`src/sv/spf_pkg.sv`:
```
`timescale 1ns / 1ps
`default_nettype none

package spf_pkg;

  localparam int COORD_W    = 24;
  localparam int RES_W      = 32;
  localparam int MAX_POINTS = 256;
  localparam int CNT_W      = $clog2(MAX_POINTS + 1);
  localparam int SUM_W      = COORD_W + CNT_W;
  localparam int PROD_W     = 2 * COORD_W;
  localparam int SQ_W       = PROD_W + CNT_W + 1;
  // operand width of the serial multiplier: D, Na, Nb and all sums fit
  localparam int MW         = SQ_W + CNT_W + 1;
  // accumulator and divider width: the translation numerators fit
  localparam int AW         = SUM_W + MW + 3;
  localparam int FRAC_SHIFT = 24;
  localparam int MCNT_W     = $clog2(MW);
  localparam int DCNT_W     = $clog2(AW + 3);
  localparam int PC_W       = 5;

  typedef enum logic [2:0] {
    ST_IDLE, ST_ACC, ST_ACC_END, ST_ISSUE, ST_WAIT, ST_OUT
  } state_t;

  typedef enum logic [2:0] {
    AS_MXX, AS_MYY, AS_RXMX, AS_RYMY, AS_RYMX, AS_RXMY
  } acc_step_t;

  typedef enum logic [2:0] {
    UOP_CLR, UOP_MADD, UOP_MSUB, UOP_STORE, UOP_DIV, UOP_CHECK, UOP_END
  } uop_t;

  typedef enum logic [3:0] {
    OPR_W, OPR_X1, OPR_Y1, OPR_X2, OPR_Y2, OPR_Z, OPR_C1, OPR_C2,
    OPR_D, OPR_NA, OPR_NB, OPR_WD
  } opr_t;

  typedef enum logic [1:0] {
    SLOT_COS, SLOT_SIN, SLOT_TX, SLOT_TY
  } slot_t;

  typedef struct packed {
    uop_t  op;
    opr_t  a;
    opr_t  b;
    logic  shl;
    slot_t slot;
  } uinstr_t;

  typedef struct packed {
    logic      load;
    logic      acc_vld;
    acc_step_t acc_step;
    logic      issue;
    uinstr_t   instr;
    logic      begin_solve;
    logic      set_singular;
    logic      clear_sums;
  } spf_cmd_t;

  typedef struct packed {
    logic busy;
    logic last;
    logic d_nonpos;
  } spf_stat_t;

  function automatic uinstr_t ui(input uop_t op, input opr_t a, input opr_t b,
                                 input logic shl, input slot_t slot);
    uinstr_t r;
    r.op   = op;
    r.a    = a;
    r.b    = b;
    r.shl  = shl;
    r.slot = slot;
    return r;
  endfunction

  // solve program: D, then a, b, W*D, tx, ty
  function automatic uinstr_t ucode(input logic [PC_W-1:0] pc);
    uinstr_t r;
    case (pc)
      5'd0:  r = ui(UOP_CLR,   OPR_W,  OPR_W,  1'b0, SLOT_COS);
      5'd1:  r = ui(UOP_MADD,  OPR_W,  OPR_Z,  1'b0, SLOT_COS);
      5'd2:  r = ui(UOP_MSUB,  OPR_X2, OPR_X2, 1'b0, SLOT_COS);
      5'd3:  r = ui(UOP_MSUB,  OPR_Y2, OPR_Y2, 1'b0, SLOT_COS);
      5'd4:  r = ui(UOP_STORE, OPR_D,  OPR_W,  1'b0, SLOT_COS);
      5'd5:  r = ui(UOP_CHECK, OPR_W,  OPR_W,  1'b0, SLOT_COS);
      5'd6:  r = ui(UOP_CLR,   OPR_W,  OPR_W,  1'b0, SLOT_COS);
      5'd7:  r = ui(UOP_MADD,  OPR_W,  OPR_C1, 1'b0, SLOT_COS);
      5'd8:  r = ui(UOP_MSUB,  OPR_X1, OPR_X2, 1'b0, SLOT_COS);
      5'd9:  r = ui(UOP_MSUB,  OPR_Y1, OPR_Y2, 1'b0, SLOT_COS);
      5'd10: r = ui(UOP_STORE, OPR_NA, OPR_W,  1'b0, SLOT_COS);
      5'd11: r = ui(UOP_DIV,   OPR_W,  OPR_D,  1'b1, SLOT_COS);
      5'd12: r = ui(UOP_CLR,   OPR_W,  OPR_W,  1'b0, SLOT_COS);
      5'd13: r = ui(UOP_MADD,  OPR_W,  OPR_C2, 1'b0, SLOT_COS);
      5'd14: r = ui(UOP_MADD,  OPR_X1, OPR_Y2, 1'b0, SLOT_COS);
      5'd15: r = ui(UOP_MSUB,  OPR_Y1, OPR_X2, 1'b0, SLOT_COS);
      5'd16: r = ui(UOP_STORE, OPR_NB, OPR_W,  1'b0, SLOT_COS);
      5'd17: r = ui(UOP_DIV,   OPR_W,  OPR_D,  1'b1, SLOT_SIN);
      5'd18: r = ui(UOP_CLR,   OPR_W,  OPR_W,  1'b0, SLOT_COS);
      5'd19: r = ui(UOP_MADD,  OPR_W,  OPR_D,  1'b0, SLOT_COS);
      5'd20: r = ui(UOP_STORE, OPR_WD, OPR_W,  1'b0, SLOT_COS);
      5'd21: r = ui(UOP_CLR,   OPR_W,  OPR_W,  1'b0, SLOT_COS);
      5'd22: r = ui(UOP_MADD,  OPR_X1, OPR_D,  1'b0, SLOT_COS);
      5'd23: r = ui(UOP_MSUB,  OPR_X2, OPR_NA, 1'b0, SLOT_COS);
      5'd24: r = ui(UOP_MADD,  OPR_Y2, OPR_NB, 1'b0, SLOT_COS);
      5'd25: r = ui(UOP_DIV,   OPR_W,  OPR_WD, 1'b0, SLOT_TX);
      5'd26: r = ui(UOP_CLR,   OPR_W,  OPR_W,  1'b0, SLOT_COS);
      5'd27: r = ui(UOP_MADD,  OPR_Y1, OPR_D,  1'b0, SLOT_COS);
      5'd28: r = ui(UOP_MSUB,  OPR_Y2, OPR_NA, 1'b0, SLOT_COS);
      5'd29: r = ui(UOP_MSUB,  OPR_X2, OPR_NB, 1'b0, SLOT_COS);
      5'd30: r = ui(UOP_DIV,   OPR_W,  OPR_WD, 1'b0, SLOT_TY);
      default: r = ui(UOP_END, OPR_W,  OPR_W,  1'b0, SLOT_COS);
    endcase
    return r;
  endfunction

endpackage

`default_nettype wire

```
`src/sv/spf_ctrl.sv`:
```
`timescale 1ns / 1ps
`default_nettype none

module spf_ctrl import spf_pkg::*; (
  input  logic      clk,
  input  logic      rst_n,
  input  logic      in_valid,
  output logic      in_ready,
  output logic      out_valid,
  input  logic      out_ready,
  input  spf_stat_t stat,
  output spf_cmd_t  cmd
);

  state_t           state_r, state_nxt;
  acc_step_t        step_r, step_nxt;
  logic [PC_W-1:0]  pc_r, pc_nxt;
  uinstr_t          instr;

  always_ff @(posedge clk) begin
    if (!rst_n) begin
      state_r <= ST_IDLE;
      step_r  <= AS_MXX;
      pc_r    <= '0;
    end else begin
      state_r <= state_nxt;
      step_r  <= step_nxt;
      pc_r    <= pc_nxt;
    end
  end

  always_comb begin
    state_nxt = state_r;
    step_nxt  = step_r;
    pc_nxt    = pc_r;
    instr     = ucode(pc_r);
    cmd       = '0;
    cmd.instr = instr;
    in_ready  = 1'b0;
    out_valid = 1'b0;
    case (state_r)
      ST_IDLE: begin
        in_ready = 1'b1;
        if (in_valid) begin
          cmd.load  = 1'b1;
          step_nxt  = AS_MXX;
          state_nxt = ST_ACC;
        end
      end
      ST_ACC: begin
        cmd.acc_vld  = 1'b1;
        cmd.acc_step = step_r;
        if (step_r == AS_RXMY) begin
          state_nxt = ST_ACC_END;
        end else begin
          step_nxt = acc_step_t'(step_r + 3'd1);
        end
      end
      ST_ACC_END: begin
        if (stat.last) begin
          cmd.begin_solve = 1'b1;
          pc_nxt          = '0;
          state_nxt       = ST_ISSUE;
        end else begin
          state_nxt = ST_IDLE;
        end
      end
      ST_ISSUE: begin
        case (instr.op)
          UOP_CHECK: begin
            if (stat.d_nonpos) begin
              cmd.set_singular = 1'b1;
              state_nxt        = ST_OUT;
            end else begin
              pc_nxt = pc_r + PC_W'(1);
            end
          end
          UOP_END: begin
            state_nxt = ST_OUT;
          end
          default: begin
            cmd.issue = 1'b1;
            state_nxt = ST_WAIT;
          end
        endcase
      end
      ST_WAIT: begin
        if (!stat.busy) begin
          pc_nxt    = pc_r + PC_W'(1);
          state_nxt = ST_ISSUE;
        end
      end
      ST_OUT: begin
        out_valid = 1'b1;
        if (out_ready) begin
          cmd.clear_sums = 1'b1;
          state_nxt      = ST_IDLE;
        end
      end
      default: begin
        state_nxt = ST_IDLE;
      end
    endcase
  end

endmodule

`default_nettype wire

```
`config.mk`:
```
export PLATFORM = sky130hd
export DESIGN_NAME = spf_ctrl
export DESIGN_NICKNAME = d
export VERILOG_FILES = /design/src/sv/spf_pkg.sv /design/src/sv/spf_ctrl.sv
export SDC_FILE = /design/constraint.sdc
export NUM_CORES = 1
export LEC_CHECK = 0
export ABC_AREA = 0
export BUFFER_PORTS_ARGS = -buffer_cell sky130_fd_sc_hd__buf_2
export CORE_ASPECT_RATIO = 1.75
export CORE_MARGIN = 10
export CORE_UTILIZATION = 25
export CTS_CLUSTER_SIZE = 16
export DETAILED_ROUTE_END_ITERATION = 6
export PLACE_DENSITY_LB_ADDON = 0.08
export SLEW_MARGIN = 10
export SYNTH_ARGS = -nofsm -noshare
export SYNTH_HDL_FRONTEND = slang
export SYNTH_SLANG_ARGS = --single-unit
```
`constraint.sdc`:
```
create_clock -name clk -period 3.4 [get_ports clk]
set_input_delay 0.34 -clock clk [delete_from_list [all_inputs] [get_ports clk]]
set_output_delay 0.34 -clock clk [all_outputs]
set_load 0.02 [all_outputs]
```
==> results.py <==
metrics = {
    "timing": {
        "max_freq_mhz": 336,
        "slew_headroom_pct": 62.9,
        "hold_violations": 0,
        "fin_hold_ws_ns": 0.434,
        "slew_viol_final": 0,
        "skew_ns": 0.00552,
        "fin_setup_tns_ns": 0,
        "period_share_pct": 87.4,
        "rsz0062_at_grt": "no",
        "finalCriticalPeriod_ns": 2.97,
        "worst_pin_slew_ns": 0.551,
        "setup_viol": 0,
    },
    "drt": {
        "post_drt_wl_per_cell_um": 17.6,
        "drcViolationCount": 0,
        "drtPass1Iterations": 5,
        "vias": 1805,
        "drt-total-wl_um": 6030,
        "final_antenna_net_count": 0,
        "drt_iter0_drc": 67,
        "via_per_inst": 5.28,
    },
    "synthesis": {
        "ys_top_cells_by_count": "25 x dfxtp_1, 21 x nor2_1, 17 x nand2_1, 16 x a21oi_1, 11 x inv_1",
        "synthTopCellsByArea": "dfxtp_1 28%, ha_1 7.0%, a21oi_1 4.5%",
        "synth_top_area_share_pct": 28.0,
        "synth_ff_type": "dfxtp_1",
        "synth_fp_nets": 241,
        "synth_area_leader_cell": "dfxtp_1",
        "synth_cell_types": 58,
        "synth_warnings": 0,
        "seq_area_frac_synth_pct": 28.0,
        "netlist_instances": 224,
        "netlist_area_um2": 1790,
        "synth_edf_count": 0,
        "syn_area_per_cell_um2": 7.98,
        "synth.most_common_cell": "dfxtp_1",
        "synth_seq_cells": 25,
        "ys_async_sr_fraction_pct": 0,
    },
    "min_path": {
        "hp-class": "primary input to flip-flop",
        "hold_path_depth": 4,
    },
    "place": {
        "port_buffers": 31,
        "place.gp.congestion": 0.774,
        "hpwl_um": 4770,
    },
    "critical_path": {
        "crit_buf_inv": 2,
        "crit_cells": 12,
        "cp.required_ns": 3.60,
        "worstPathArrival_ns": 3.18,
        "start_kind": "flip-flop",
        "critPathMaxFanout": 10,
        "path_class": "flip-flop to flip-flop",
        "critPathMaxStageDelay_ns": 0.55,
        "path_cells": "nand3b_4 > or4_4 > a21oi_2 > mux2_2 > nand2_1 > inv_1 > ha_1 > buf_4 > o22ai_1 > a221oi_1 > nand3_1 > nand4_1",
        "slowest_stage": "or4_4",
        "reg2reg_depth": 12,
        "crit_family": "simple AND/OR/NAND/NOR gates",
        "endpoint_kind": "flip-flop",
    },
    "outcome": {
        "status": "completed",
    },
    "cts": {
        "ctsLongestPathBuffers": 2,
        "clock_sinks": 25,
        "cts_tree": "done",
        "hold_buffers": 0,
        "cts-root-buf": "clkbuf_16",
        "htree_levels": 1,
        "insertion_delay_ns": 0.27,
        "numCtsBuffers": 3,
        "cts_resized": 0,
        "cts_setup_buffers": 0,
        "clkTransAtPathRegs_ns": 0.07,
    },
    "pwr": {
        "sequentialPowerShare_pct": 46.3,
        "switching_share_pct": 26.2,
        "p_comb_share_pct": 11.9,
        "leakagePower_nw": 1.05,
        "power_switching_mw": 0.173,
        "ir_drop_mv": 0.145,
        "clockPowerShare_pct": 41.8,
        "pwr_density_cell_nw_per_um2": 307,
        "power.internal_mw": 0.488,
    },
    "floorplanning": {
        "core_um2": 6910,
        "io_pins": 32,
        "die_height_um": 132,
        "row_count": 40,
        "dieArea_um2": 11100,
        "start_util_pct": 25.9,
        "fp.dieW_um": 83.9,
    },
    "final_layout": {
        "multi_input_area_um2": 1150,
        "fillers": 795,
        "drive_gt1_share_pct": 23.6,
        "seqCellArea_um2": 500,
        "syn2layout_area_growth_pct": 20.7,
        "final_nets": 276,
        "diodes": 0,
    },
    "grt": {
        "antenna_found_initial": 0,
        "grt_max_degree": 20,
        "grt_pass1_wl_um": 9820,
        "track_usage_pct": 10.6,
        "grt_overflow": 0,
        "grt_pass1_vias": 1865,
    },
    "run": {
        "maxCapViolations": 0,
    },
}
cell type report:
cell class                 count  area share, %
multi-input combinational    171           53.6
sequential                    25           23.2
timing repair buffer          46           12.4
tap                           84           4.88
clock buffer                   3           3.48
inverter                      12           2.09
clock inverter                 1          0.348
path summary, 6_finish.rpt:
kind | start | to | slack, ns
worst min register to register | step_r[2] | step_r[2] | 0.55
worst max-delay path | state_r[0] | instr[8] | 0.43
worst min-delay path | in_valid | step_r[2] | 0.43
worst max register to register | state_r[0] | instr[8] | 0.43
kinds of logic after synthesis:
logic type	synth area share [%]
fa+ha+maj	7.00
compound gates	26.5
simple gates	25.8
mux	2.87
flops	28.0
buf+inv	7.35
xor+xnor	2.45
per-stage QoR:
stage	std cells	power [mW]	setup slack (ns)	util, %	cell area, µm²
2_1_floorplan	224	0.365	0.407	-	1790
3_3_place_gp	338	0.394	0.530	30.0	2070
3_5_place_dp	338	0.393	0.470	30.0	2070
4_1_cts	342	0.674	0.424	31.2	2160
5_1_grt	342	0.691	0.162	31.2	2160
6_report	342	0.661	0.427	31.2	2160
worst reg2reg max path: cells and delay by family (launching register included):
kind                       cells  cell delay, ns
AOI/OAI and AO/OA              3            0.58
adders and majority gates      1            0.26
buffers and inverters          2            0.36
DFF                            1            0.52
muxes                          1            0.16
and+or+nand+nor                5            1.03
metal layers:
layer | track usage [%] | routed length, µm | part of all wire (%)
met5 | 0 | 0 | 0
met2 | 20.2 | 3330 | 55
met3 | 2.10 | 306 | 5.1
met4 | 3.18 | 102 | 1.7
met1 | 10.9 | 2290 | 38
power groups by stage:
stage	Sequential (mW)	Clock, mW	Combinational (mW)
after floorplan	0.307	0	0.0576
after global placement	0.313	0	0.0810
after detailed placement	0.313	0	0.0807
after CTS	0.306	0.287	0.0810
after global routing	0.307	0.297	0.0868
final	0.306	0.276	0.0789
placed cells by master, fill, tap and decap left out, types with 3 or more instances in the layout:
| master | netlist | routed |
|---|---|---|
| nor2_1 | 21 | 21 |
| nand2_1 | 17 | 17 |
| nor3_1 | 4 | 4 |
| mux2i_1 | 4 | 4 |
| inv_1 | 11 | 11 |
| nor2b_1 | 6 | 6 |
| o22ai_1 | 3 | 3 |
| xor2_1 | 5 | 5 |
| ha_1 | 10 | 10 |
| nand3_1 | 10 | 10 |
| o211ai_1 | 4 | 4 |
| a21oi_1 | 16 | 16 |
| dfxtp_1 | 25 | 25 |
| o21ai_0 | 7 | 7 |
| a22oi_1 | 4 | 4 |
| and3_1 | 7 | 7 |
| buf_2 | 6 | 31 |
| clkbuf_16 | 0 | 3 |
| a31oi_1 | 6 | 6 |
| and2_1 | 3 | 3 |
| buf_4 | 1 | 15 |
registers in the layout, summed over array words and instances, names as in the netlist:
| signal | cells |
|---|---|
| step_r | 3 |
| state_r | 3 |
| instr | 14 |
| pc_r | 5 |
Power figures use the tool's default switching activity.
